[config.mk]
export PLATFORM = sky130hd
export DESIGN_NAME = bur_engine
export DESIGN_NICKNAME = d
export VERILOG_FILES = /design/src/rtl/bur_pkg.sv /design/src/rtl/bur_engine.sv
export SDC_FILE = /design/constraint.sdc
export NUM_CORES = 1
export LEC_CHECK = 0
export BUFFER_PORTS_ARGS = -buffer_cell sky130_fd_sc_hd__buf_2
export CORE_MARGIN = 8
export CORE_UTILIZATION = 30
export CTS_CLUSTER_SIZE = 24
export DETAILED_ROUTE_END_ITERATION = 16
export GPL_TIMING_DRIVEN = 0
export PLACE_DENSITY = 0.58
export SETUP_SLACK_MARGIN = 0.5
export SLEW_MARGIN = 20
export SYNTH_ARGS = -nofsm -noshare
export SYNTH_HDL_FRONTEND = slang
export SYNTH_SLANG_ARGS = --single-unit
[constraint.sdc]
create_clock -name aclk -period 9.3 [get_ports aclk]
set_clock_uncertainty 0.05 [all_clocks]
set_input_delay 2.79 -clock aclk [delete_from_list [all_inputs] [get_ports aclk]]
set_output_delay 2.79 -clock aclk [all_outputs]
set_load 0.01 [all_outputs]
[src/rtl/bur_pkg.sv]
package bur_pkg;

    localparam int CMD_W      = 2;
    localparam int INDEX_W    = 10;
    localparam int BYTE_W     = 8;
    localparam int COUNT_W    = 14;
    localparam int LEN_W      = 7;
    localparam int BOUND_W    = 32;
    localparam int VALUE_W    = 64;
    localparam int POS_OUT_W  = 14;

    localparam int MAX_READ_BITS = 64;
    localparam int INT_STEPS     = 32;

    localparam logic [CMD_W-1:0] CMD_LOAD  = 2'd0;
    localparam logic [CMD_W-1:0] CMD_START = 2'd1;
    localparam logic [CMD_W-1:0] CMD_BITS  = 2'd2;
    localparam logic [CMD_W-1:0] CMD_INT   = 2'd3;

    typedef struct packed {
        logic [VALUE_W-1:0]   value;
        logic                 error;
        logic                 at_end;
        logic [POS_OUT_W-1:0] pos_bits;
    } result_t;

endpackage

[src/rtl/bur_engine.sv]
module bur_engine #(
    parameter int STORE_BYTES = 1024,
    parameter int ADDR_W      = 10,
    parameter int POS_W       = 14
) (
    input  logic                        aclk,
    input  logic                        aresetn,
    input  logic                        start,
    input  logic [bur_pkg::CMD_W-1:0]   cmd,
    input  logic [bur_pkg::INDEX_W-1:0] byte_index,
    input  logic [bur_pkg::BYTE_W-1:0]  byte_data,
    input  logic [bur_pkg::COUNT_W-1:0] count_bits,
    input  logic [bur_pkg::LEN_W-1:0]   length,
    input  logic [bur_pkg::BOUND_W-1:0] int_max,
    output logic                        idle,
    output logic                        done,
    input  logic                        out_free,
    output bur_pkg::result_t            result,
    output logic                        mem_we,
    output logic [ADDR_W-1:0]           mem_waddr,
    output logic [bur_pkg::BYTE_W-1:0]  mem_wdata,
    output logic [ADDR_W-1:0]           mem_raddr,
    input  logic [bur_pkg::BYTE_W-1:0]  mem_rdata
);

    localparam int CAP_BITS = STORE_BYTES * bur_pkg::BYTE_W;

    localparam logic [1:0] ST_IDLE  = 2'd0;
    localparam logic [1:0] ST_FETCH = 2'd1;
    localparam logic [1:0] ST_SHIFT = 2'd2;
    localparam logic [1:0] ST_DONE  = 2'd3;

    logic [1:0]                   state_reg, state_next;
    logic [POS_W-1:0]             total_reg, total_next;
    logic [POS_W-1:0]             pos_reg, pos_next;
    logic                         ovf_reg, ovf_next;
    logic [bur_pkg::VALUE_W-1:0]  value_reg, value_next;
    logic [bur_pkg::VALUE_W-1:0]  mask_reg, mask_next;
    logic [bur_pkg::LEN_W-1:0]    cnt_reg, cnt_next;
    logic                         is_int_reg, is_int_next;
    logic [bur_pkg::BOUND_W-1:0]  bound_reg, bound_next;

    logic [bur_pkg::BOUND_W:0]    sum;
    logic                         more;
    logic                         cur_bit;
    logic [bur_pkg::LEN_W-1:0]    len_sat;
    logic [POS_W-1:0]             count_sat;

    // The integer read keeps going while value plus the next mask stays under the bound.
    assign sum = {1'b0, value_reg[bur_pkg::BOUND_W-1:0]}
               + {1'b0, mask_reg[bur_pkg::BOUND_W-1:0]};
    assign more = (cnt_reg != '0) && (!is_int_reg || (sum < {1'b0, bound_reg}));
    assign cur_bit = mem_rdata[pos_reg[2:0]];

    assign len_sat = (length > bur_pkg::LEN_W'(bur_pkg::MAX_READ_BITS))
                   ? bur_pkg::LEN_W'(bur_pkg::MAX_READ_BITS) : length;
    assign count_sat = (32'(count_bits) > 32'(CAP_BITS))
                     ? POS_W'(CAP_BITS) : POS_W'(count_bits);

    assign mem_we    = start && (cmd == bur_pkg::CMD_LOAD)
                     && (32'(byte_index) < 32'(STORE_BYTES));
    assign mem_waddr = ADDR_W'(byte_index);
    assign mem_wdata = byte_data;
    assign mem_raddr = ADDR_W'(pos_reg[POS_W-1:3]);

    always_comb begin
        state_next  = state_reg;
        total_next  = total_reg;
        pos_next    = pos_reg;
        ovf_next    = ovf_reg;
        value_next  = value_reg;
        mask_next   = mask_reg;
        cnt_next    = cnt_reg;
        is_int_next = is_int_reg;
        bound_next  = bound_reg;
        unique case (state_reg)
            ST_IDLE: begin
                if (start) begin
                    value_next = '0;
                    mask_next  = bur_pkg::VALUE_W'(1);
                    unique case (cmd)
                        bur_pkg::CMD_LOAD: begin
                            state_next = ST_DONE;
                        end
                        bur_pkg::CMD_START: begin
                            total_next = count_sat;
                            pos_next   = '0;
                            ovf_next   = 1'b0;
                            state_next = ST_DONE;
                        end
                        bur_pkg::CMD_BITS: begin
                            cnt_next    = len_sat;
                            is_int_next = 1'b0;
                            state_next  = ST_FETCH;
                        end
                        default: begin
                            cnt_next    = bur_pkg::LEN_W'(bur_pkg::INT_STEPS);
                            is_int_next = 1'b1;
                            bound_next  = int_max;
                            state_next  = ST_FETCH;
                        end
                    endcase
                end
            end
            ST_FETCH: begin
                state_next = ST_SHIFT;
            end
            ST_SHIFT: begin
                if (!more) begin
                    state_next = ST_DONE;
                end else begin
                    cnt_next  = cnt_reg - bur_pkg::LEN_W'(1);
                    mask_next = {mask_reg[bur_pkg::VALUE_W-2:0], 1'b0};
                    if (pos_reg >= total_reg) begin
                        ovf_next = 1'b1;
                    end else begin
                        if (cur_bit) begin
                            value_next = value_reg | mask_reg;
                        end
                        pos_next = pos_reg + POS_W'(1);
                        if (pos_reg[2:0] == 3'd7) begin
                            state_next = ST_FETCH;
                        end
                    end
                end
            end
            default: begin
                if (out_free) begin
                    state_next = ST_IDLE;
                end
            end
        endcase
    end

    always_ff @(posedge aclk) begin
        if (!aresetn) begin
            state_reg <= ST_IDLE;
            total_reg <= '0;
            pos_reg   <= '0;
            ovf_reg   <= 1'b0;
        end else begin
            state_reg <= state_next;
            total_reg <= total_next;
            pos_reg   <= pos_next;
            ovf_reg   <= ovf_next;
        end
    end

    always_ff @(posedge aclk) begin
        value_reg  <= value_next;
        mask_reg   <= mask_next;
        cnt_reg    <= cnt_next;
        is_int_reg <= is_int_next;
        bound_reg  <= bound_next;
    end

    assign idle = (state_reg == ST_IDLE);
    assign done = (state_reg == ST_DONE);

    assign result.value    = value_reg;
    assign result.error    = ovf_reg;
    assign result.at_end   = ovf_reg || (pos_reg >= total_reg);
    assign result.pos_bits = bur_pkg::POS_OUT_W'(pos_reg);

endmodule

==> reports/qor.csv, run 1 <==
stage;metric;value;unit
outcome;outcome;finished, final reports clean;
power;power_frac_clock;14.5;%
grt;grt_max_degree;44;
placed_design;place_congestion;0.8201;
synthesis;syn_area;0.01141;mm²
floorplanning;fp-row-count;71;
grt;grtUsageMet2;21.18;%
grt;grtUsageMet1;17.00;%
drt;finalWirelength;29250;µm
floorplanning;start_util;30.36;%
timing;worst_slack;3.188;ns
synthesis;synth_cells;1113;
synthesis;yosys.area.top_type;edfxtp_1;
hold_path;whs_endpoint;ovf_reg;
cts;cts_setup_buffers;0;
setup_path;worstPathArrival;3.27;ns
timing;worst_pin_slew;0.7096;ns
hold_path;worstHoldStart;ovf_reg;
synthesis;ys_types;78;
synthesis;synth_area_leaders;edfxtp_1, ha_1, nor2_1;
timing;maxSlewHeadroom;52.69;%
synthesis;ys_seq_elements;199;
placed_design;dp_cells;1807;
synthesis;ys.flop_type;edfxtp_1;
drt;dr.pass1.iters;5;
setup_path;rr_worst_depth;21;
synthesis;yosysSeqAreaShare;49.65;%
hold_path;hold_depth;2;
grt;grt_remaining_overflow;0;
timing;finalSetupViolCount;0;
power;pwr-share-seq;31.9;%
power;p_sw;2.282;mW
cts;cts_hold_buf;0;
placed_design;place_hpwl;22910;µm
cells_and_area;fin_cells;1839;
hold_path;hold_path.class;reg -> reg;
setup_path;cp-startpoint;cmd[1];
grt;grtUsageTotal;13.07;%
synthesis;synth-edff-count;168;
placed_design;placed_cell_area;0.01312;mm²
floorplanning;core_area;0.03758;mm²
power;p_comb_share;53.6;%
cts;cts_tree;done;
cts;cts.clk_slew.worst_paths;0.08;ns
grt;top_usage_layer;met2;
synthesis;synthTopCellsByCount;nor2_1, edfxtp_1, inv_1;
synthesis;synth_most_common_cell;nor2_1;
floorplanning;pin_count;196;
synthesis;yosys_warnings;0;
timing;setup_tns;0;ns
timing;max_freq;0.1636;GHz
drt;via_per_inst;4.621;
timing;rsz0062_at_grt;false;
setup_path;end_kind;output port;
placed_design;port-buffer-count;177;
synthesis;synth_area_per_cell;10.25;µm²
synthesis;synthArstFlopShare;0;%
floorplanning;die_y;211.0;µm
power;ir_drop;0.0001525;V
synthesis;yosysTopAreaCellShare;44.22;%
timing;hold_viol;0;
flow_run;maxCapViolations;0;
setup_path;r2r_slack;3.68;ns
cells_and_area;drive_above_1_share;20.71;%
floorplanning;die_w;211.0;µm
setup_path;worstPathMaxFanout;4;
cts;cts_sinks;199;
power;leakagePower;5.955;nW
setup_path;startpoint_type;input pin;
power;power_density;381.1;mW/mm²
setup_path;required;6.46;ns
placed_design;place_ws;3.202;ns
drt;vias;8498;
drt;wire_per_inst;15.90;µm
cts;cts-root-buf;clkbuf_16;
timing;fin_crit;6.112;ns
grt;grt_pass1_wl;46050;µm
synthesis;synth_nets;1317;
power;finalPower;5.221;mW
cts;ctsLongestPathBuffers;2;
setup_path;r2r-end;value_reg[22];
cells_and_area;final_nets;1519;
setup_path;critPathKind;in -> out;
cells_and_area;fin_area;0.01370;mm²
grt;grt_pass1_vias;8559;
grt;antenna_found_initial;2;
timing;slew_violations;0;
cells_and_area;areaGrowthSynthToFinish;20.09;%
drt;drc;0;
timing;fin_crit_sh;65.72;%
setup_path;regToRegStartpoint;value_reg[3];
drt;ant_nets;0;
cts;htreeDepth;4;
drt;drt_iter0_drc;444;
grt;grt_use_met3;3.205;%
power;swShare;43.70;%
power;internal_power;2.940;mW
floorplanning;dieArea;0.04453;mm²
cts;cts_resized;0;
cts;clk_latency;0.45;ns
cts;numCtsBuffers;17;
cells_and_area;diodes;0;
-- placed cells by master, fill, tap and decap left out, types with 10 or more instances in the layout --
cell type	n
a21oi_1	58
and2_1	34
and3_1	11
buf_2	182
buf_4	29
clkbuf_1	23
clkbuf_16	17
dfxtp_1	31
edfxtp_1	168
ha_1	118
inv_1	123
nand2_1	64
nand3_1	17
nand4_1	14
nor2_1	175
nor2b_1	20
nor3_1	12
nor3b_1	10
o21ai_0	30
o21ai_1	18
xnor2_1	16
-- layer usage --
layer	vias up	wire length, µm
met5	-	27
met4	4	402
met3	28	1380
met2	159	13650
met1	4054	13790
li1	4253	-
-- metrics by stage --
stage	hold WS [ns]	util (%)
2_1_floorplan	0.3993	-
3_3_place_gp	0.4450	34.42
3_5_place_dp	0.4480	34.90
4_1_cts	0.4587	36.46
5_1_grt	0.4949	36.46
6_report	0.4534	36.46
-- critical path: stages --
cell and delay, ns:
buf_2 0.14, nor3b_1 0.18, buf_2 0.16
-- logic make-up after synthesis --
logic type	share of synthesized area (%)
buffers and inverters	7.128
AND/OR/NAND/NOR	16.52
multiplexers	0.8444
XOR/XNOR	1.842
adder cells (fa/ha/maj)	13.12
flip-flops	49.65
AO/OA/AOI/OAI	10.90
-- final cells by class --
| type | count | area (µm²) |
|---|---|---|
| inverter | 125 | 471.7 |
| tap | 511 | 639.4 |
| clock buffer | 17 | 425.4 |
| multi-input combinational | 730 | 4943 |
| fill | 3774 | 23880 |
| buffer | 59 | 344.1 |
| sequential | 199 | 5665 |
| timing repair buffer | 183 | 1051 |
| clock inverter | 15 | 161.4 |
-- power groups by stage --
stage / Sequential, mW / Clock [mW] / Combinational, mW
floorplan: 1.75 / 0 / 1.81
global placement: 1.76 / 0 / 2.62
detailed placement: 1.69 / 0 / 2.83
CTS: 1.68 / 0.782 / 2.85
global route: 1.72 / 0.815 / 3.17
finish: 1.67 / 0.757 / 2.80
-- worst max-delay path by stage --
stage / cells after the start / end
6_report: 3 / mem_we
5_1_grt: 3 / mem_we
4_1_cts: 3 / mem_we
3_5_place_dp: 3 / mem_we
3_3_place_gp: 19 / value_reg[57]
2_1_floorplan: 20 / value_reg[0]
No activity file was read; power rests on OpenSTA's default activity.
==> run 2, diff against run 1 <==
Settings changed: PLACE_DENSITY 0.58 to 0.6.
Clock period 9.3 ns to 5.1 ns, I/O delays scaled along.
==> run 2 against run 1 <==
First-iteration DRC count increased by 11%. Wire length grew 8.1%. Clock power up 89%. Combinational power increased by 140%. Final area increased by 7.3%. Largest power group unchanged. Sequential cell count stayed put. Core utilization rose by 2.6 points. Register-to-register slack worse by 3.6 ns. Sequential share of layout area decreased by 2.8 points.
==> reports/qor.csv, run 2 (same netlist as run 1, synthesis figures left out) <==
stage;metric;value;unit
outcome;outcome;finished, final reports clean;
placed_design;place_ws;-0.7373;ns
timing;setup_tns;0;ns
setup_path;cpPeakStageDelay;0.50;ns
floorplanning;pin_count;196;
hold_path;hold_depth;2;
cells_and_area;multi_input_area;0.005259;mm²
cts;clk_latency;0.47;ns
timing;hold_viol;0;
grt;grt_pass1_vias;8758;
timing;rsz0062_at_grt;true;
cells_and_area;fin_area;0.01470;mm²
flow_run;maxCapViolations;0;
power;finalPower;11.31;mW
setup_path;critPathKind;reg -> reg;
floorplanning;fp-row-count;71;
power;leakagePower;6.360;nW
floorplanning;core_area;0.03758;mm²
grt;grt_max_degree;31;
setup_path;rr_worst_depth;25;
cts;cts_tree;done;
timing;worst_slack;0.05583;ns
cells_and_area;final_cell_mix;buf_2, nor2_1, edfxtp_1;
hold_path;hold_path.class;reg -> reg;
cells_and_area;final_nets;1567;
cts;cts.clk_slew.worst_paths;0.08;ns
placed_design;place_hpwl;23150;µm
floorplanning;dieArea;0.04453;mm²
drt;ant_nets;0;
placed_design;port-buffer-count;177;
floorplanning;die_y;211.0;µm
drt;vias;8772;
cts;ctsLongestPathBuffers;2;
cts;htreeDepth;4;
cells_and_area;areaGrowthSynthToFinish;28.80;%
grt;antenna_found_initial;1;
grt;grt_remaining_overflow;0;
cells_and_area;seqCellArea;0.005665;mm²
cts;cts-root-buf;clkbuf_16;
setup_path;worstPathArrival;5.21;ns
setup_path;cpMaxStageDelayCell;or4b_4;
power;ir_drop;0.0003308;V
setup_path;worstPathMaxFanout;12;
drt;dr.pass1.iters;7;
timing;max_freq;0.1982;GHz
timing;maxSlewHeadroom;48.05;%
cts;numCtsBuffers;17;
drt;drt_iter0_drc;493;
timing;worst_pin_slew;0.7793;ns
drt;finalWirelength;31620;µm
timing;slew_violations;0;
cells_and_area;diodes;0;
grt;grtUsageTotal;13.43;%
drt;via_per_inst;4.649;
floorplanning;die_w;211.0;µm
cells_and_area;drive_above_1_share;26.74;%
power;power_density;769.8;mW/mm²
cells_and_area;nFillCells;3665;
setup_path;startpoint_type;flip-flop;
floorplanning;start_util;30.36;%
timing;fin_crit;5.044;ns
setup_path;end_kind;flip-flop;
timing;finalSetupViolCount;0;
drt;wire_per_inst;16.75;µm
cells_and_area;final_common_cell;buf_2;
placed_design;placed_cell_area;0.01313;mm²
cts;cts_hold_buf;0;
grt;grt_pass1_wl;47090;µm
drt;drc;0;
cts;cts_sinks;199;
placed_design;place_congestion;0.8188;
timing;fin_crit_sh;98.91;%
setup_path;required;5.27;ns
run 2: cell count changes in the layout (fill, tap and decap cells not counted), moves of 5 or more:
cell,previous run,this run
buf_4,29,50
buf_8,0,7
clkbuf_16,17,24
ha_1,118,111
o21ai_0,30,23
buf_12,0,6
buf_6,1,7
a21oi_1,58,53
o21ai_2,3,8
run 2: per-layer routing:
layer | wire length, µm | global-route usage, % | part of all wire [%] | vias up
met5 | 13 | 0 | 0.041 | -
met2 | 15350 | 22.30 | 49 | 184
met3 | 1389 | 2.997 | 4.4 | 36
met1 | 14280 | 17.10 | 45 | 4215
met4 | 576 | 4.488 | 1.8 | 2
li1 | - | - | - | 4335
run 2: where the power goes:
| group | total [mW] | internal [mW] | switching (mW) |
|---|---|---|---|
| combinational | 6.84 | 3.12 | 3.72 |
| clock | 1.43 | 0.744 | 0.690 |
| sequential | 3.04 | 2.68 | 0.355 |
| total | 11.3 | 6.55 | 4.76 |
run 2: area by class of cell:
type                    count  area share, %
clock buffers              17          2.895
plain buffers              59          2.367
flip-flops and latches    199          38.55
clock inverters            15          1.260
well taps                 511          4.351
inverters                 125          3.218
multi-input cells         730          35.79
repair buffers            231          11.57
run 2: timing repair:
| action | 4_1_cts | 5_1_grt |
|---|---|---|
| endpoints found under the setup margin | 152 | 152 |
| setup buffers | 23 | 14 |
| endpoints found under the hold margin | 0 | 0 |
| gates resized for setup | 39 | 49 |
| cloned | 2 | 9 |
| pin swaps | 15 | 17 |
run 2: critical path, delay by kind of cell, from the launching register on:
kind | cells | cell delay, ns
AOI/OAI and AO/OA | 10 | 1.63
and+or+nand+nor | 6 | 1.31
buffers and inverters | 6 | 0.78
adders and majority gates | 3 | 0.56
DFF | 1 | 0.43
run 2: path summary, 6_finish.rpt:
kind                             startpoint       endpoint  slack, ns
worst min-delay path                ovf_reg        ovf_reg       0.46
worst min register to register      ovf_reg        ovf_reg       0.46
worst max register to register  mask_reg[0]  value_reg[60]       0.06
worst max-delay path            mask_reg[0]  value_reg[60]       0.06
run 2: metrics by stage:
| stage | hold slack (ns) | utilization [%] | std cells |
|---|---|---|---|
| after global routing | 0.4989 | 39.11 | 1887 |
| after floorplan | 0.3993 | - | 1113 |
| after CTS | 0.4673 | 37.64 | 1864 |
| after global placement | 0.4455 | 34.51 | 1801 |
| after detailed placement | 0.4553 | 34.93 | 1807 |
| final | 0.4634 | 39.11 | 1887 |
